[config.mk]
export PLATFORM = sky130hd
export DESIGN_NAME = ic3_fifo
export DESIGN_NICKNAME = d
export VERILOG_FILES = /design/src/ic3_pkg.sv /design/src/ic3_fifo.sv
export SDC_FILE = /design/constraint.sdc
export NUM_CORES = 1
export LEC_CHECK = 0
export ABC_AREA = 1
export BUFFER_PORTS_ARGS = -buffer_cell sky130_fd_sc_hd__buf_4
export CAP_MARGIN = 10
export CELL_PAD_IN_SITES_DETAIL_PLACEMENT = 0
export CELL_PAD_IN_SITES_GLOBAL_PLACEMENT = 1
export CORE_UTILIZATION = 42
export DETAILED_ROUTE_END_ITERATION = 8
export PLACE_DENSITY = 0.91
export REMOVE_ABC_BUFFERS = 1
export SKIP_LAST_GASP = 1
export SLEW_MARGIN = 20
export SYNTH_ARGS = -nofsm -noshare
export SYNTH_HDL_FRONTEND = slang
export SYNTH_SLANG_ARGS = --single-unit
export TNS_END_PERCENT = 1
[constraint.sdc]
create_clock -name clk_i -period 5.21 [get_ports clk_i]
set_clock_uncertainty 0.05 [all_clocks]
set_input_delay 1.042 -clock clk_i [delete_from_list [all_inputs] [get_ports clk_i]]
set_output_delay 1.042 -clock clk_i [all_outputs]
set_load 0.1 [all_outputs]
[src/ic3_pkg.sv]
// Shared types and constants for the 3x3 convolution block.
`timescale 1ns / 1ps
package ic3_pkg;
  localparam int unsigned MaxWidthDef  = 512;
  localparam int unsigned MaxHeightDef = 1024;
  localparam int unsigned PixW   = 8;
  localparam int unsigned TapW   = 5;
  localparam int unsigned NumTaps = 9;
  localparam int unsigned KernW  = 45;
  localparam int unsigned DivW   = 8;
  localparam int unsigned OffW   = 9;
  localparam int unsigned WidW   = 10;
  localparam int unsigned HgtW   = 11;
  localparam int unsigned SumW   = 18;
  localparam int unsigned QuotW  = 14;
  localparam int unsigned AddrW  = 3;
  localparam int unsigned PixMax = 255;

  typedef enum logic [AddrW-1:0] {
    RegKernel = 3'd0,
    RegDiv    = 3'd1,
    RegOff    = 3'd2,
    RegWidth  = 3'd3,
    RegHeight = 3'd4
  } reg_idx_e;

  // Job handed from front to back: window plus end-of-frame flag.
  typedef struct packed {
    logic [NumTaps-1:0][PixW-1:0] win;
    logic                         last;
  } job_t;

  typedef struct packed {
    logic [KernW-1:0] taps;
    logic [DivW-1:0]  divisor;
    logic [OffW-1:0]  offset;
  } arith_cfg_t;
endpackage

[src/ic3_fifo.sv]
// Two-entry job queue between front and back.
`timescale 1ns / 1ps
module ic3_fifo (
  input  logic          clk_i,
  input  logic          rst_ni,
  input  logic          push_i,
  input  ic3_pkg::job_t data_i,
  output logic          space_o,
  output logic          valid_o,
  output ic3_pkg::job_t data_o,
  input  logic          pop_i
);
  import ic3_pkg::*;
  job_t       mem_q [2];
  logic       wp_q, rp_q;
  logic [1:0] cnt_q;
  assign space_o = cnt_q != 2'd2;
  assign valid_o = cnt_q != 2'd0;
  assign data_o  = mem_q[rp_q];
  always_ff @(posedge clk_i) if (push_i) mem_q[wp_q] <= data_i;
  always_ff @(posedge clk_i or negedge rst_ni) begin
    if (!rst_ni) begin
      wp_q <= 1'b0; rp_q <= 1'b0; cnt_q <= '0;
    end else begin
      if (push_i) wp_q <= !wp_q;
      if (pop_i)  rp_q <= !rp_q;
      cnt_q <= cnt_q + {1'b0, push_i} - {1'b0, pop_i};
    end
  end
endmodule

Word level (Yosys, flattened, before mapping):

Memories as Yosys holds them, arrays and structs flattened.
Cells that the tools add are included.

* bits in registers: 4
* latch bits: 0
* RAM bits: 146
* memory bits (read-only): 0
* bits of input ports: 77
* word-level logic and storage cells: 12
* memories: 1

Memories
* mem_q: words 2, bits a word 73, read ports 1, clocked after Yosys merged registers in 0, write ports 1, RTL line ic3_fifo.sv:14 `job_t mem_q [2];`

* $add $sub $neg: 2
* multipliers: 0
* divide/modulo/power cells: 0
* magnitude comparators: 0
* equal/unequal tests: 1
* shifts and indexed selects: 0
* multiplexer cells: 2
* bitwise logic cells: 0
* reductions and logical operators: 3

Operator list (number)
* $add A2 B1 Y2: 1
* $logic_not A1 Y1: 2
* $mux W1: 2
* $ne A2 B2 Y1 const B: 1
* $reduce_bool A2 Y1: 1
* $sub A2 B1 Y2: 1

Depth between registers and ports, before layout:

* depth in word-level cells: 2
* mapped depth: 7
* gate-level depth less buffers: 7

Worst setup path after synthesis:

No wires, ideal clock.

* path type: input-to-reg
* start point: input push_i
* end point: memory mem_q[0][0] (netlist bit) (enable)
* library setup time: 506 ps
* arrival time: 4142 ps
* required time: 4654 ps
* setup slack: 512 ps
* stages on the path: 2
* buffers on the path: 0
* cells stage by stage: inv_1 > nor2_1

* word-level cells in the longest chain between the ends: 2

RTL lines
* from (decl): RTL line ic3_fifo.sv:6 `input logic push_i,`
* $mux W1: RTL line ic3_fifo.sv:20 `always_ff @(posedge clk_i) if (push_i) mem_q[wp_q] <= data_i;`
* $mux W1 (implied by the code): RTL line ic3_fifo.sv:20
* to (decl): RTL line ic3_fifo.sv:14

Every way passes these cells.

==> metrics.log <==
[metrics] run status: complete, no violations
[metrics] class of the most critical setup path: flop to output pin
[metrics] post-CTS clock slew at the launch and capture registers of the worst setup and hold paths: 0.06 ns
[metrics] top-level I/O count: 152
[metrics] Die W: approximately 120 um
[metrics] total wire length after detailed routing: 10.11 mm
[metrics] placement row count: 42
[metrics] maximum count of clock buffers along a single path: 2
[metrics] unrepaired setup endpoints after global routing: false
[metrics] Port Buffers: approximately 150
[metrics] sequential cell area fraction in the yosys report: roughly four fifths
[metrics] critical path peak fanout: 83
[metrics] die area: 13,970 um^2
[metrics] number of max-capacitance violations reported: 0
[metrics] Post-route DRC: 0
[metrics] worst reg2reg setup slack: around 3.0 ns
[metrics] postcts setup bufs: 0
[metrics] Worst slew margin: 35.02%
[metrics] arrival time of data at the critical path endpoint: roughly 2.1 ns
[metrics] Routed wire per std cell: 13.46 um
[metrics] First-pass DRT Iterations: 5
[metrics] TritonCTS sink count: 150
[metrics] initial antenna violation count: 0
[metrics] cell at the root of the clock tree: sky130_fd_sc_hd__clkbuf_16
[metrics] Hold Fails Final Rpt: 0
[metrics] fraction of final layout cells sized beyond drive strength 1: 31.83%
[metrics] CTS tree: done
[metrics] via density per instance: roughly 4.5
[metrics] YS warnings: 0
[metrics] Die Ht: 118.2 um
[metrics] number of distinct standard cells referenced by the synthesized netlist: 13
[metrics] number of clock buffers inserted by TritonCTS: 17
[metrics] total congestion overflow after global routing: 0
[metrics] class of the most critical hold timing path: primary input to async pin
[metrics] critical path capture point type: output pin
[metrics] Period minus WS final: 3.217 ns
[metrics] Tot GR Track Use: 14.58%
[metrics] hold buffer count at CTS: 0
[metrics] synthesis-to-layout area growth: 31.94%
[metrics] HPWL after detailed placement: 6.718 mm
[metrics] gate count after technology mapping: a little over 400
[metrics] remaining antenna violation count after routing: 0
[metrics] terminus of the critical flop-to-flop path: mem_q[1][56]
[metrics] vias in the first global route: approximately 3.2k
[metrics] placer congestion estimate: 0.7577
[metrics] number of max-slew violations in the final report: 0
[metrics] total inserted antenna cells: 0
[metrics] worst skew pair latency: 0.41 ns
[metrics] placed insts: 720
[metrics] first-pass GRT wire length: roughly 15 mm
[metrics] worst-case reg-to-reg path depth: 3
[metrics] Final Net Count: 642
[metrics] fmax: 0.3108 GHz
[metrics] commonest cells after routing, fill and taps aside: sky130_fd_sc_hd__buf_4 (153), sky130_fd_sc_hd__edfxtp_1 (146), sky130_fd_sc_hd__nand2_1 (81)
[metrics] first-iteration detailed-routing DRC count: 272
[metrics] worst slack at placement: 2.254 ns
[metrics] Final setup violation count: 0
[metrics] register bit count reported by yosys: 150
[metrics] data required time of the worst path: slightly above 4 ns
[metrics] core box area: 13,190 um^2
[metrics] post-synthesis instance area: 5672 um^2
[metrics] min setup slack post-route: about 2 ns
[metrics] most common cell after layout, fill and taps aside: sky130_fd_sc_hd__buf_4
[metrics] largest net degree at the start of global routing: 84
[metrics] Period Utilization, post-route: 61.75%
[metrics] actual slew at the worst max-slew pin: around 1 ns
[metrics] number of fill cells in the layout: 1,060
[metrics] total number of vias: 3,367
[metrics] worst r2r src: wp_q
[metrics] Starting Density: 43.00%
[metrics] Startpoint Class: flop
[metrics] # H-tree levels: 4
[metrics] filler-free cell count of the finished design: 751
[metrics] count of cells resized by post-cts repair: 0
[metrics] post-synthesis area per instance: roughly 14 um^2
-- registers in the layout, indices dropped and copies added, names as in the netlist --
| register | cells |
|---|---|
| cnt_q | 2 |
| mem_q | 146 |
| rp_q | 1 |
| wp_q | 1 |
-- worst max-delay path: stages (launching register included) --
cell,delay (ns)
sky130_fd_sc_hd__dfrtp_4,0.79
sky130_fd_sc_hd__buf_16,0.33
sky130_fd_sc_hd__nand2_1,0.09
sky130_fd_sc_hd__o21ai_0,0.13
sky130_fd_sc_hd__buf_4,0.35
-- how the worst max path moves through the flow --
stage,from,end,cells past startpoint
3_3_place_gp,rp_q,data_o[42],2
6_report,rp_q,data_o[26],4
2_1_floorplan,rp_q,data_o[0],1
5_1_grt,rp_q,data_o[26],4
3_5_place_dp,push_i,mem_q[1][15],4
4_1_cts,rp_q,data_o[42],4
-- cell type report --
cell class	instances	area, um^2	area share, %
tap	176	220.2	2.943
inverter	80	301.5	4.029
clock buffer	19	432.9	5.785
multi-input combinational	160	728.2	9.731
timing repair buffer	154	1176	15.72
sequential	150	4488	59.97
clock inverter	12	136.4	1.822
-- per-layer routing --
layer  share of wire (%)  vias up  global-route usage, %
met5                   0        -                      0
li1                    -     1675                      -
met1                  42     1580                  17.00
met2                  51      104                  24.41
met4                0.94        0                  5.449
met3                 5.8        8                  5.550
-- synth_stat cells --
master	number	area [um^2]
sky130_fd_sc_hd__nand2_1	81	304.0
sky130_fd_sc_hd__buf_6	13	146.4
sky130_fd_sc_hd__o21ai_1	16	80.08
sky130_fd_sc_hd__inv_1	80	300.3
sky130_fd_sc_hd__nand3_1	1	5.000
sky130_fd_sc_hd__o21ai_0	57	285.3
sky130_fd_sc_hd__buf_4	2	15.01
sky130_fd_sc_hd__buf_2	1	5.000
sky130_fd_sc_hd__xor2_1	2	17.52
sky130_fd_sc_hd__edfxtp_1	146	4384
sky130_fd_sc_hd__ha_1	2	25.02
sky130_fd_sc_hd__dfrtp_1	4	100.1
sky130_fd_sc_hd__nor2_1	1	3.750
-- per-stage QoR --
step,setup TNS [ns],utilization (%),hold WS [ns],instance area [um^2]
floorplan,-6.271,-,0.4134,5505
CTS,0,56.74,0.3508,7483
global route,0,56.74,0.3488,7483
finish,0,56.74,0.3678,7483
global placement,0,52.21,0.4813,6887
detailed placement,0,52.42,0.4969,6914
-- cell families (layout without fill, tap and decap cells) --
kind of cell,count (synthesis),after routing,synth area share (%)
flops,150,150,79.06
buf+inv,96,265,8.228
simple gates,83,83,5.515
compound gates,73,73,6.442
fa+ha+maj,2,2,0.4411
xor+xnor,2,2,0.3089
Power is not shown: default switching activity piles up to over one toggle a cycle in this logic, so the estimate is an artifact.
