`src/ic3_pkg.sv`:
```
// Shared types and constants for the 3x3 convolution block.
`timescale 1ns / 1ps
package ic3_pkg;
  localparam int unsigned MaxWidthDef  = 512;
  localparam int unsigned MaxHeightDef = 1024;
  localparam int unsigned PixW   = 8;
  localparam int unsigned TapW   = 5;
  localparam int unsigned NumTaps = 9;
  localparam int unsigned KernW  = 45;
  localparam int unsigned DivW   = 8;
  localparam int unsigned OffW   = 9;
  localparam int unsigned WidW   = 10;
  localparam int unsigned HgtW   = 11;
  localparam int unsigned SumW   = 18;
  localparam int unsigned QuotW  = 14;
  localparam int unsigned AddrW  = 3;
  localparam int unsigned PixMax = 255;

  typedef enum logic [AddrW-1:0] {
    RegKernel = 3'd0,
    RegDiv    = 3'd1,
    RegOff    = 3'd2,
    RegWidth  = 3'd3,
    RegHeight = 3'd4
  } reg_idx_e;

  // Job handed from front to back: window plus end-of-frame flag.
  typedef struct packed {
    logic [NumTaps-1:0][PixW-1:0] win;
    logic                         last;
  } job_t;

  typedef struct packed {
    logic [KernW-1:0] taps;
    logic [DivW-1:0]  divisor;
    logic [OffW-1:0]  offset;
  } arith_cfg_t;
endpackage

```
`src/ic3_back.sv`:
```
// Back end: multiply-accumulate, serial divide, offset and clamp.
`timescale 1ns / 1ps
module ic3_back (
  input  logic               clk_i,
  input  logic               rst_ni,
  input  ic3_pkg::arith_cfg_t cfg_i,
  input  logic               job_valid_i,
  input  ic3_pkg::job_t      job_i,
  output logic               job_pop_o,
  output logic               out_valid_o,
  input  logic               out_ready_i,
  output logic [7:0]         pixel_o,
  output logic               last_o
);
  import ic3_pkg::*;
  typedef enum logic [4:0] {
    SIdle = 5'b00001, SMac = 5'b00010, SDiv = 5'b00100,
    SFin  = 5'b01000, SOut = 5'b10000
  } state_e;
  state_e          st_q;
  job_t            job_q;
  logic [3:0]      k_q;
  logic signed [SumW-1:0] acc_q;
  logic [SumW-1:0] mag_q, rem_q;
  logic            neg_q;
  logic [4:0]      bit_q;
  logic [7:0]      pix_q;
  logic            last_q;
  logic signed [TapW-1:0] tap;
  logic signed [13:0] prod;
  logic [SumW:0]   trial;
  logic signed [SumW+1:0] res;
  logic signed [SumW:0]   quot;

  assign tap  = cfg_i.taps[k_q*TapW +: TapW];
  assign prod = $signed({6'b0, job_q.win[k_q]}) * 14'(tap);
  assign trial = {rem_q, mag_q[SumW-1]} - {11'b0, cfg_i.divisor};
  assign quot = neg_q ? -$signed({1'b0, mag_q}) : $signed({1'b0, mag_q});
  assign res  = (SumW+2)'(quot) + (SumW+2)'($signed(cfg_i.offset));

  assign job_pop_o   = (st_q == SIdle) && job_valid_i;
  assign out_valid_o = st_q == SOut;
  assign pixel_o     = pix_q;
  assign last_o      = last_q;

  always_ff @(posedge clk_i or negedge rst_ni) begin
    if (!rst_ni) begin
      st_q <= SIdle; k_q <= '0; bit_q <= '0;
      acc_q <= '0; mag_q <= '0; rem_q <= '0; neg_q <= 1'b0;
      pix_q <= '0; last_q <= 1'b0; job_q <= '0;
    end else begin
      case (st_q)
        SIdle: if (job_valid_i) begin
          job_q <= job_i; k_q <= '0; acc_q <= '0; st_q <= SMac;
        end
        SMac: begin
          acc_q <= acc_q + SumW'(prod);
          if (k_q == 4'(NumTaps - 1)) st_q <= SDiv;
          else k_q <= k_q + 4'd1;
          bit_q <= '0;
        end
        SDiv: begin
          if (bit_q == 5'd0) begin
            neg_q <= acc_q[SumW-1];
            mag_q <= acc_q[SumW-1] ? SumW'(-acc_q) : SumW'(acc_q);
            rem_q <= '0;
            bit_q <= 5'd1;
            if (cfg_i.divisor <= 8'd1) st_q <= SFin;
          end else begin
            if (!trial[SumW]) begin
              rem_q <= trial[SumW-1:0];
              mag_q <= {mag_q[SumW-2:0], 1'b1};
            end else begin
              rem_q <= {rem_q[SumW-2:0], mag_q[SumW-1]};
              mag_q <= {mag_q[SumW-2:0], 1'b0};
            end
            if (bit_q == 5'(SumW)) st_q <= SFin;
            bit_q <= bit_q + 5'd1;
          end
        end
        SFin: begin
          if (res < 0) pix_q <= '0;
          else if (res > (SumW+2)'(PixMax)) pix_q <= 8'(PixMax);
          else pix_q <= res[7:0];
          last_q <= job_q.last;
          st_q <= SOut;
        end
        SOut: if (out_ready_i) st_q <= SIdle;
        default: st_q <= SIdle;
      endcase
    end
  end
endmodule

```
`config.mk`:
```
export PLATFORM = sky130hd
export DESIGN_NAME = ic3_back
export DESIGN_NICKNAME = d
export VERILOG_FILES = /design/src/ic3_pkg.sv /design/src/ic3_back.sv
export SDC_FILE = /design/constraint.sdc
export NUM_CORES = 1
export LEC_CHECK = 0
export BUFFER_PORTS_ARGS = -buffer_cell sky130_fd_sc_hd__buf_2
export CAP_MARGIN = 20
export CORE_UTILIZATION = 55
export CTS_CLUSTER_SIZE = 10
export DETAILED_ROUTE_END_ITERATION = 8
export GPL_ROUTABILITY_DRIVEN = 1
export GPL_TIMING_DRIVEN = 0
export HOLD_SLACK_MARGIN = 0.1
export PLACE_DENSITY_LB_ADDON = 0.15
export SLEW_MARGIN = 0
export SYNTH_ARGS = -nofsm -noshare
export SYNTH_HDL_FRONTEND = slang
export SYNTH_SLANG_ARGS = --single-unit
```
`constraint.sdc`:
```
create_clock -name clk_i -period 14.55 [get_ports clk_i]
set_input_delay 2.1825 -clock clk_i [delete_from_list [all_inputs] [get_ports clk_i]]
set_output_delay 2.1825 -clock clk_i [all_outputs]
set_load 0.02 [all_outputs]
```
======== Yosys cells after proc, flatten, opt, wreduce, memory -nomap -nowiden ========
Index checks and enable logic that the tools add are counted.
storage, ports and cells
  register bits after elaboration ......... 151
  input port bits ......................... 139
  output and inout port bits .............. 11
  word-level logic and storage cells ...... 79
operators by class
  $add $sub $neg .......................... 7
  multipliers ............................. 2
  magnitude comparators ................... 4
  equality and inequality tests ........... 13
  shifts and indexed selects .............. 1
  multiplexer cells ....................... 24
  reductions and logical operators ........ 9
operators by type and width
  operator                                                                          number
  18-bit 2-to-1 mux                                                                 5
  45-bit by 8-bit indexed part select with 5-bit output                             1
  18-bit one-hot mux with 2 select lines                                            1
  5-bit 2-to-1 mux                                                                  7
  8-bit binary-select mux with 4-bit select                                         1
  5-bit one-hot mux with 5 select lines                                             1
  8-bit 2-to-1 mux                                                                  3
  19-bit by 9-bit adder with 20-bit output                                          1
  20-bit by 8-bit greater-than comparator with 1-bit output, second input constant  1
  20-bit by 1-bit less-than comparator with 1-bit output, second input constant     1
  19-bit 2-to-1 mux                                                                 1
  18-bit negator with 19-bit output                                                 1
  19-bit by 8-bit subtractor with 19-bit output                                     1
  18-bit by 14-bit adder with 18-bit output                                         1
  18-bit negator                                                                    1
  9-bit by 5-bit multiplier with 14-bit output                                      1
  5-bit equality test, second input constant                                        2
  5-bit one-hot mux with 2 select lines                                             1
  8-bit by 1-bit <= comparator with 1-bit output, second input constant             1
  4-bit 2-to-1 mux                                                                  2
  4-bit one-hot mux with 2 select lines                                             1
  4-bit by 3-bit multiplier with 7-bit output, second input constant                1
  2-bit inequality test, second input constant                                      3
  3-bit inequality test, second input constant                                      2
  other kinds (16)                                                                  19

======== Depth between registers and ports, before layout ========
Gate-level depths: netlist of run 1.
  depth after elaboration ................. 6
  mapped depth ............................ 24
  gate-level depth less buffers ........... 22

======== Worst setup path after synthesis of run 1 ========
No wires, ideal clock.
  path type ............................... input -> register
  from .................................... input cfg_i[36] (netlist bit)
  to ...................................... register acc_q[12]
  arrival ................................. 7,378 ps
  required time ........................... 14,432 ps
  slack ................................... 7,054 ps
  stages on the path ...................... 22
  path buffers ............................ 1
  cells stage by stage .................... mux4_2 -> nand2_1 -> a21oi_1 -> a21oi_1 -> clkbuf_1 -> or2_2 -> fa_1 -> fa_1 -> inv_1 -> fa_1 -> inv_1 -> fa_1 -> inv_1 -> ha_1 -> a21o_1 -> a21oi_1 -> o21ai_0 -> a2111o_1 -> a31o_2 -> a211o_1 -> nand3_1 -> nand2_1
on the way
  longest elaborated chain between the ends .. 4
ends and longest elaborated chain
  item                                                   line            text
  start, declared                                        ic3_back.sv:6   input ic3_pkg::arith_cfg_t cfg_i,
  45-bit by 8-bit indexed part select with 5-bit output  ic3_back.sv:35  assign tap = cfg_i.taps[k_q*TapW +: TapW];
  9-bit by 5-bit multiplier with 14-bit output           ic3_back.sv:36  assign prod = $signed({6'b0, job_q.win[k_q]}) * 14'(tap);
  18-bit by 14-bit adder with 18-bit output              ic3_back.sv:57  acc_q <= acc_q + SumW'(prod);
  18-bit one-hot mux with 2 select lines                 ic3_back.sv:52  case (st_q)
  end signal, assigned                                   ic3_back.sv:57
  end, declared                                          ic3_back.sv:23  logic signed [SumW-1:0] acc_q;
No other way between the ends.
A chain may end at the register's enable or synchronous reset.

======== Worst setup path after layout of run 1 ========
  from .................................... input cfg_i[36] (netlist bit)
  to ...................................... register acc_q[14]
Same word-level chain as after synthesis.

==> flow_summary.json, run 1 <==
{
  "yosysWarnings": 0,
  "setup_viol": 0,
  "path_class": "in -> reg",
  "cts_hold_buf": 0,
  "synth_area_per_cell_um2": 8.88,
  "place_hpwl_um": 22100,
  "globalRouteTotalUtil_pct": 28.3,
  "post_cts_resized": 0,
  "n_antenna_cell": 0,
  "synthArstFlopShare_pct": 100,
  "fp.dieW_um": 145,
  "cp_top_family": "adder cells",
  "ys_ff_latch": 151,
  "min_path_type": "reg -> reg",
  "cp_cell_sequence": "buf_2 > mux4_2 > nand2_1 > a21oi_1 > a21oi_1 > clkbuf_1 > or2_2 > fa_1 > fa_1 > inv_1 > fa_1 > inv_1 > fa_1 > inv_1 > ha_1 > a21o_1 > a21oi_1 > o21ai_0 > a2111o_1 > a31oi_1 > a21oi_1 > xnor2_1 > o21ai_0",
  "start_util_pct": 57.0,
  "synth_ff_type": "dfrtp_1",
  "slew_headroom_pct": 38.9,
  "yosysSeqAreaShare_pct": 33.6,
  "final_hold_viol_count": 0,
  "cts_buffers": 17,
  "cp-end-kind": "flop",
  "fin_nets": 1689,
  "outcome": "completed",
  "grt_pass1_vias": 9607,
  "grt_max_degree": 78,
  "final_max_slew_viol_count": 0,
  "syn_inst": 1265,
  "portBuffers": 149,
  "cp.arrival_ps": 8260,
  "setup_slack_ps": 6580,
  "cts_tree": "done",
  "critical_path_required_ps": 14850,
  "drt_iter0_markers": 619,
  "cts.sinks": 151,
  "clk_latency_ps": 440,
  "cp_num_buf_inv": 5,
  "stdcell_count": 1713,
  "ios": 150,
  "post-route-min-period_ps": 7970,
  "clk_pin_slew_worst_paths_ps": 70,
  "finalCritPeriodShare_pct": 54.7,
  "gp_congestion": 0.861,
  "layout-drive-gt1-share_pct": 16.0,
  "antenna_found_initial": 0,
  "cts_setup_buffers": 0,
  "synth.distinct_cells": 68,
  "cp_slowest_stage_delay_ps": 550,
  "wirelength_um": 28500,
  "dp.cells": 1681,
  "cp_slowest_cell": "fa_1",
  "cts_buffer_depth": 2,
  "via_count": 9680,
  "critPathLaunchType": "input pin",
  "gr-total-overflow": 0,
  "fmax_ghz": 0.126,
  "place_ws_ps": 6120,
  "syn_nets": 1519,
  "dieArea_mm2": 0.0210,
  "ant_nets": 0,
  "num_rows": 51,
  "max_slew.worst_pin.slew_ps": 907,
  "clock-root-buffer": "clkbuf_16",
  "drv_cap": 0,
  "wl_per_cell_um": 16.6,
  "route.detailed.drc": 0,
  "synth_edf_count": 0,
  "core_region_area_mm2": 0.0197,
  "first_pass_iters": 5,
  "clock_skew_ps": 12.6,
  "rsz0062_at_grt": "no",
  "syn_area_mm2": 0.0112,
  "vias_per_cell": 5.65,
  "tns_ps": 0,
  "fp.dieH_um": 145,
  "path_max_fanout": 10,
  "grt_first_pass_wirelength_um": 47400,
  "cts_max_level": 4,
  "syn_to_final_growth_pct": 15.1
}
cells by family (layout without fill, tap and decap cells):
kind of cell	after synthesis	in the layout	synth area share (%)
adders and majority gates	115	115	14.9
xor gates and xnor gates	67	67	5.22
AOI/OAI and AO/OA	243	243	14.0
buffers and inverters	113	296	3.84
muxes	49	49	7.28
DFF	151	151	33.6
and+or+nand+nor	527	527	21.0
cells in the mapped netlist, types with 4 or more instances:
cell type  number  area (µm²)
nor2b_1         4        25.0
xnor2_1        44         385
nand2_1       315        1180
nor3_1         23         115
a21oi_1        39         195
mux4_2         26         586
and3_1          5        31.3
o21a_1          5        37.5
mux2i_1        21         210
a2bb2oi_1       9        78.8
dfrtp_1       150        3750
nand4_1         6        37.5
or2_2           6        37.5
o21ai_0        75         375
clkbuf_1       46         173
nand3b_1        8        60.1
or3_1           9        56.3
o21ai_1        22         110
fa_1           32         641
o41ai_1         6        52.6
o31ai_1        16         120
nor4_1          7        43.8
buf_1           6        22.5
ha_1           83        1040
a211oi_1        7        52.6
xor2_1         23         201
inv_1          53         199
o211ai_1        6        45.0
nand3_1        34         170
nor2_1         53         199
nand2b_1        9        56.3
and2_1         31         194
a21o_1         10        75.1
or4_1           5        37.5
a31oi_1        10        62.6
buf_2           6        30.0
tightest hold or removal path, stage by stage (launching register included):
cell,delay [ps]
dfrtp_1,340
nand2_1,50
nand2_1,50
registers in the layout, indices dropped and copies added (netlist names):
signal / cells
job_q: 73
acc_q: 18
mag_q: 18
rem_q: 18
pixel_o: 8
bit_q: 5
st_q: 5
k_q: 4
last_o: 1
neg_q: 1
cell usage in the layout (no fill, tap or decap), types with 9 or more instances in the layout:
cell / instances
o21ai_1: 22
mux4_2: 26
and2_1: 31
a2bb2oi_1: 9
fa_1: 32
nor3_1: 23
a21oi_1: 39
a31oi_1: 10
clkbuf_16: 17
buf_2: 154
clkbuf_1: 46
nand2_1: 315
o31ai_1: 16
dfrtp_1: 150
nor2_1: 53
inv_1: 53
ha_1: 83
mux2i_1: 21
xnor2_1: 44
or3_1: 9
xor2_1: 23
o21ai_0: 75
nand3_1: 34
a21o_1: 10
nand2b_1: 9
path summary, 6_finish.rpt:
check                                 startpoint                     end  slack [ps]  cells after the start
min                        job_q[58]$_DFFE_PN0P_   job_q[58]$_DFFE_PN0P_         470                      2
max in group asynchronous                 rst_ni   job_q[28]$_DFFE_PN0P_       11900                      2
min reg2reg                job_q[58]$_DFFE_PN0P_   job_q[58]$_DFFE_PN0P_         470                      2
max reg2reg                   k_q[1]$_DFFE_PN0P_   acc_q[14]$_DFFE_PN0P_        7140                     22
min in group asynchronous                 rst_ni  pixel_o[7]$_DFFE_PN0P_        1770                      1
max                                    cfg_i[36]   acc_q[14]$_DFFE_PN0P_        6580                     23
area by class of cell:
cell class	instances	area [µm²]
plain buffers	58	225
inverters	55	206
repair buffers	151	787
flip-flops and latches	151	3780
fillers	1648	6780
well taps	265	332
multi-input cells	1001	7020
clock buffers	17	425
clock inverters	15	158
metal layers:
metal	share of wire [%]	wire (µm)	GRT usage, %
met5	0	0	0
met4	2.0	559	7.50
met3	5.4	1530	4.91
met2	51	14500	49.4
met1	42	11800	36.0
per-stage QoR:
stage	hold WS (ps)	util [%]	area (µm²)
after detailed placement	459	62.6	12400
after global placement	453	62.4	12300
final	470	65.6	12900
after floorplan	440	-	11200
after CTS	475	65.6	12900
after global routing	493	65.6	12900
Power of run 1 is left out: the tool's default activity adds up to more than one toggle a clock period on the data nets, which glitch-free logic cannot reach.
==> run 2, diff against run 1 <==
--- a/config.mk
+++ b/config.mk
@@ -7,7 +7,7 @@
 export LEC_CHECK = 0
 export BUFFER_PORTS_ARGS = -buffer_cell sky130_fd_sc_hd__buf_2
 export CAP_MARGIN = 20
-export CORE_UTILIZATION = 55
+export CORE_UTILIZATION = 54
 export CTS_CLUSTER_SIZE = 10
 export DETAILED_ROUTE_END_ITERATION = 8
 export GPL_ROUTABILITY_DRIVEN = 1
==> constraint.sdc (replaced) <==
create_clock -name clk_i -period 6.65 [get_ports clk_i]
set_input_delay 0.9975 -clock clk_i [delete_from_list [all_inputs] [get_ports clk_i]]
set_output_delay 0.9975 -clock clk_i [all_outputs]
set_load 0.02 [all_outputs]
==> run 2 against run 1 <==
Net effect:
- final cell count up 0.41%
- global-route usage down 0.099 points
- sequential cell count unchanged
- critical path depth down 1
- die area up 1.8%
- design area up 0.93%
- clock-buffer cell count unchanged
- largest cell class unchanged
==> flow_summary.json, run 2 (synthesis results as in run 1) <==
{
  "mostFrequentLayoutCells": "nand2_1 (315), buf_2 (151), dfrtp_1 (149), ha_1 (83), o21ai_0 (69)",
  "fp.dieH_um": 146,
  "ff2ff_path_depth": 22,
  "cp_cell_sequence": "buf_8 > buf_8 > mux4_2 > mux2i_1 > o21ai_1 > or2_2 > fa_1 > fa_1 > inv_1 > fa_1 > inv_1 > fa_1 > inv_1 > ha_1 > a21o_1 > a21oi_2 > o21ai_1 > a2111o_1 > a31o_2 > a211o_1 > nand3_1 > nand2_1",
  "r2r_start": "k_q[0]$_DFFE_PN0P_",
  "setup_viol": 0,
  "dieArea_mm2": 0.0214,
  "clock-root-buffer": "clkbuf_16",
  "max_slew.worst_pin.slew_ps": 800,
  "grt_pass1_vias": 9694,
  "drv_cap": 0,
  "fp.dieW_um": 146,
  "via_count": 9746,
  "min_path_type": "reg -> reg",
  "stdcell_count": 1720,
  "clk_pin_slew_worst_paths_ps": 80,
  "wl_per_cell_um": 16.9,
  "cts.sinks": 151,
  "path_max_fanout": 10,
  "r2r_end": "acc_q[12]$_DFFE_PN0P_",
  "place_hpwl_um": 22400,
  "core_region_area_mm2": 0.0203,
  "holdPathStages": 2,
  "grt_max_degree": 85,
  "rrSetupSlack_ps": 250,
  "cts_setup_buffers": 0,
  "min_from": "job_q[50]$_DFFE_PN0P_",
  "cts_max_level": 4,
  "outcome": "completed",
  "cp_slowest_stage_delay_ps": 570,
  "cts_hold_buf": 0,
  "fin_area_mm2": 0.0131,
  "finalCritPeriodShare_pct": 96.2,
  "cp-end-kind": "flop",
  "cp.arrival_ps": 6720,
  "setup_slack_ps": 254,
  "clk_latency_ps": 440,
  "cts_tree": "done",
  "gp_congestion": 0.889,
  "post-route-min-period_ps": 6400,
  "dp.cells": 1686,
  "wirelength_um": 29100,
  "layout-drive-gt1-share_pct": 16.9,
  "cts_buffers": 17,
  "final_max_slew_viol_count": 0,
  "route.detailed.drc": 0,
  "critPathLaunchType": "flop",
  "portBuffers": 149,
  "cpMostUsedCell": "fa_1",
  "top_register": "job_q",
  "rsz0062_at_grt": "no",
  "num_rows": 52,
  "gr-total-overflow": 0,
  "final_hold_viol_count": 0,
  "holdPathEnd": "job_q[50]$_DFFE_PN0P_",
  "fmax_ghz": 0.156,
  "vias_per_cell": 5.67,
  "path_class": "reg -> reg",
  "cp_slowest_cell": "fa_1",
  "start_util_pct": 55.3,
  "drt_iter0_markers": 594,
  "clock_skew_ps": 10.8,
  "largest_reg_flops": 73,
  "slew_headroom_pct": 46.1,
  "place_area_mm2": 0.0124,
  "critical_path_required_ps": 6980,
  "antenna_found_initial": 4,
  "ios": 150,
  "fin_nets": 1689,
  "grt_first_pass_wirelength_um": 47500,
  "holdWs_ps": 475,
  "globalRouteTotalUtil_pct": 28.2,
  "place_ws_ps": -857,
  "ant_nets": 0,
  "cts_buffer_depth": 2,
  "syn_to_final_growth_pct": 16.2,
  "first_pass_iters": 5,
  "layout_commonest_cell": "nand2_1"
}
-- run 2: cell types whose count changed in the layout (fill, tap and decap cells not counted), moves of 3 or more --
cell / delta
o21ai_1: +6
o21ai_0: -6
clkbuf_2: +3
clkbuf_1: -4
clkinv_8: +3
buf_2: -3
-- run 2: worst max path at each step --
stage | start | to | slack [ps] | depth (start not counted)
after CTS | k_q[1]$_DFFE_PN0P_ | acc_q[12]$_DFFE_PN0P_ | 20 | 22
after global placement | k_q[1]$_DFFE_PN0P_ | acc_q[16]$_DFFE_PN0P_ | -660 | 22
after detailed placement | k_q[1]$_DFFE_PN0P_ | acc_q[14]$_DFFE_PN0P_ | -860 | 22
final | k_q[0]$_DFFE_PN0P_ | acc_q[12]$_DFFE_PN0P_ | 250 | 22
after global routing | k_q[0]$_DFFE_PN0P_ | acc_q[12]$_DFFE_PN0P_ | 8 | 22
after floorplan | cfg_i[36] | acc_q[12]$_DFFE_PN0P_ | 340 | 22
-- run 2: repair_timing --
action                                 4_1_cts  5_1_grt
resized for setup                           17       16
setup endpoints to repair                   10        6
endpoints found under the hold margin        0        0
pin swaps                                    0        1
-- run 2: final cells by class --
type,instances,area (µm²)
buffer,58,267
clock inverter,15,181
multi-input combinational,1001,7070
clock buffer,17,425
antenna,2,5.00
tap,270,338
timing repair buffer,151,787
sequential,151,3780
fill,1751,7240
inverter,55,206
-- run 2: through the flow --
step	setup TNS (ps)	utilization [%]
2_1_floorplan	0	-
3_3_place_gp	-3670	60.7
3_5_place_dp	-5660	60.9
4_1_cts	0	64.1
5_1_grt	0	64.3
6_report	0	64.3
-- run 2: metal layers --
metal / up-vias / global-route usage, % / wire [µm]
met1: 4626 / 34.7 / 12300
met2: 311 / 49.6 / 14600
met4: 2 / 9.79 / 735
li1: 4760 / - / -
met5: - / 0 / 13
met3: 47 / 5.00 / 1510
-- run 2: worst max-delay path: cells and delay by family (launching register included) --
family | cells | cell delay, ps
multiplexers | 2 | 690
buffers and inverters | 5 | 580
adder cells (fa/ha/maj) | 5 | 2470
AND/OR/NAND/NOR | 3 | 470
AO/OA/AOI/OAI | 7 | 1580
flip-flops | 1 | 450
Power of run 2 is left out for the same reason.
==> run 3, diff against run 2 <==
--- a/config.mk
+++ b/config.mk
@@ -7,11 +7,11 @@
 export LEC_CHECK = 0
 export BUFFER_PORTS_ARGS = -buffer_cell sky130_fd_sc_hd__buf_2
 export CAP_MARGIN = 20
+export CORE_ASPECT_RATIO = 0.6
 export CORE_UTILIZATION = 54
 export CTS_CLUSTER_SIZE = 10
 export DETAILED_ROUTE_END_ITERATION = 8
 export GPL_ROUTABILITY_DRIVEN = 1
-export GPL_TIMING_DRIVEN = 0
 export HOLD_SLACK_MARGIN = 0.1
 export PLACE_DENSITY_LB_ADDON = 0.15
 export SLEW_MARGIN = 0
==> run 3 against run 2 <==
Net effect:
- clock-buffer cell count rose by 7
- clock skew fell by 2.8 ps
- wire length fell by 4.1%
- via count fell by 0.88%
- largest cell class unchanged
==> flow_summary.json, run 3 (synthesis results as in run 1) <==
{
  "cts_max_level": 4,
  "clk_latency_ps": 430,
  "route.detailed.drc": 0,
  "cp_slowest_stage_delay_ps": 580,
  "mostFrequentLayoutCells": "nand2_1 (314), dfrtp_1 (149), buf_2 (148), ha_1 (83), o21ai_0 (75)",
  "drv_cap": 0,
  "grt_pass1_vias": 9072,
  "num_rows": 40,
  "cts_buffer_depth": 2,
  "grt_first_pass_wirelength_um": 45800,
  "cts_tree": "done",
  "clk_pin_slew_worst_paths_ps": 60,
  "min_path_type": "reg -> reg",
  "fmax_ghz": 0.159,
  "top_register": "job_q",
  "start_util_pct": 55.7,
  "critPathLaunchType": "flop",
  "clock-root-buffer": "clkbuf_16",
  "n_antenna_cell": 0,
  "largest_reg_flops": 73,
  "max_slew.worst_pin.slew_ps": 865,
  "cp-end-kind": "flop",
  "cts_hold_buf": 0,
  "clock_skew_ps": 8.05,
  "ant_nets": 0,
  "cts_buffers": 17,
  "core_region_area_mm2": 0.0202,
  "cp_slowest_cell": "mux4_2",
  "path_class": "reg -> reg",
  "wirelength_um": 27900,
  "fin_nets": 1650,
  "drt_iter0_markers": 729,
  "dieArea_mm2": 0.0214,
  "via_count": 9660,
  "outcome": "completed",
  "rsz0062_at_grt": "no",
  "layout_commonest_cell": "nand2_1",
  "syn_to_final_growth_pct": 15.5,
  "first_pass_iters": 5,
  "post-route-min-period_ps": 6290,
  "critical_path_required_ps": 6970,
  "place_hpwl_um": 20900,
  "globalRouteTotalUtil_pct": 27.0,
  "place_area_mm2": 0.0123,
  "vias_per_cell": 5.75,
  "gp_congestion": 0.851,
  "finalCritPeriodShare_pct": 94.6,
  "fin_area_mm2": 0.0130,
  "antenna_found_initial": 0,
  "grt_max_degree": 92,
  "tns_ps": 0,
  "final_max_slew_viol_count": 0,
  "wl_per_cell_um": 16.6,
  "cp_num_buf_inv": 5,
  "layout-drive-gt1-share_pct": 17.4,
  "portBuffers": 149,
  "slew_headroom_pct": 41.7,
  "ios": 150,
  "n_fill_cell": 1728,
  "fp.dieH_um": 114,
  "final_hold_viol_count": 0,
  "cp.arrival_ps": 6610,
  "gr-total-overflow": 0,
  "path_max_fanout": 17,
  "fp.dieW_um": 188,
  "cp_cell_sequence": "buf_12 > mux4_2 > mux2i_1 > o21ai_0 > and2_1 > fa_1 > inv_1 > fa_1 > inv_1 > fa_1 > inv_1 > fa_1 > inv_1 > ha_1 > a21o_1 > a21oi_1 > o21ai_0 > a2111o_1 > a31o_2 > a211o_1 > nand3_1 > nand2_1",
  "cp_top_family": "adder cells",
  "cts.sinks": 151,
  "setup_viol": 0
}
-- run 3: cell types whose count changed in the layout (fill, tap and decap cells not counted), sizes merged --
cell	change
clkbuf	-40
buf	+8
clkinv	-6
bufinv	+5
inv	-5
clkinvlp	-2
diode	-2
-- run 3: worst register-to-register path, cell delays in order (launching register included) --
cell and delay, ps:
dfrtp_2 380, buf_12 190, mux4_2 590, mux2i_1 170
o21ai_0 260, and2_1 290, fa_1 510, inv_1 50
fa_1 490, inv_1 70, fa_1 530, inv_1 50
fa_1 550, inv_1 60, ha_1 280, a21o_1 180
a21oi_1 210, o21ai_0 150, a2111o_1 490, a31o_2 250
a211o_1 280, nand3_1 80, nand2_1 60
-- run 3: cell type report --
class	count	area (µm²)	share of cell area, %
sequential	151	3780	29.1
inverter	55	206	1.59
tap	273	342	2.63
timing repair buffer	170	935	7.20
clock inverter	7	164	1.26
multi-input combinational	1001	7060	54.4
clock buffer	24	492	3.79
-- run 3: per-layer routing --
metal	routed length [µm]	track usage (%)	share of wire (%)
met1	14200	41.9	51
met2	11500	37.6	41
met4	181	5.80	0.65
met5	0	0	0
met3	2040	6.65	7.3
-- run 3: repair_timing --
action | CTS | global route
buffers inserted | 0 | 0
endpoints found under the hold margin | 0 | 0
endpoints found under the setup margin | 0 | 2
resized for setup | 0 | 2
-- run 3: worst paths after layout --
path                       slack, ps  cells past startpoint                    end             startpoint
setup / recovery                 360                     22  acc_q[12]$_DFFE_PN0P_     k_q[0]$_DFFE_PN0P_
hold / removal                   470                      2  job_q[31]$_DFFE_PN0P_  job_q[31]$_DFFE_PN0P_
setup reg to reg                 360                     22  acc_q[12]$_DFFE_PN0P_     k_q[0]$_DFFE_PN0P_
hold reg to reg                  470                      2  job_q[31]$_DFFE_PN0P_  job_q[31]$_DFFE_PN0P_
max in group asynchronous       4670                      2   job_q[2]$_DFFE_PN0P_                 rst_ni
min in group asynchronous        640                      1   rem_q[4]$_DFFE_PN0P_                 rst_ni
-- run 3: stage by stage --
step	hold slack, ps	worst slack, ps	instances	util, %
2_1_floorplan	440	339	1265	-
3_3_place_gp	453	207	1649	61.0
3_5_place_dp	457	144	1649	61.0
4_1_cts	473	352	1680	64.2
5_1_grt	489	4.07	1681	64.3
6_report	470	359	1681	64.3
Power of run 3 is left out for the same reason.
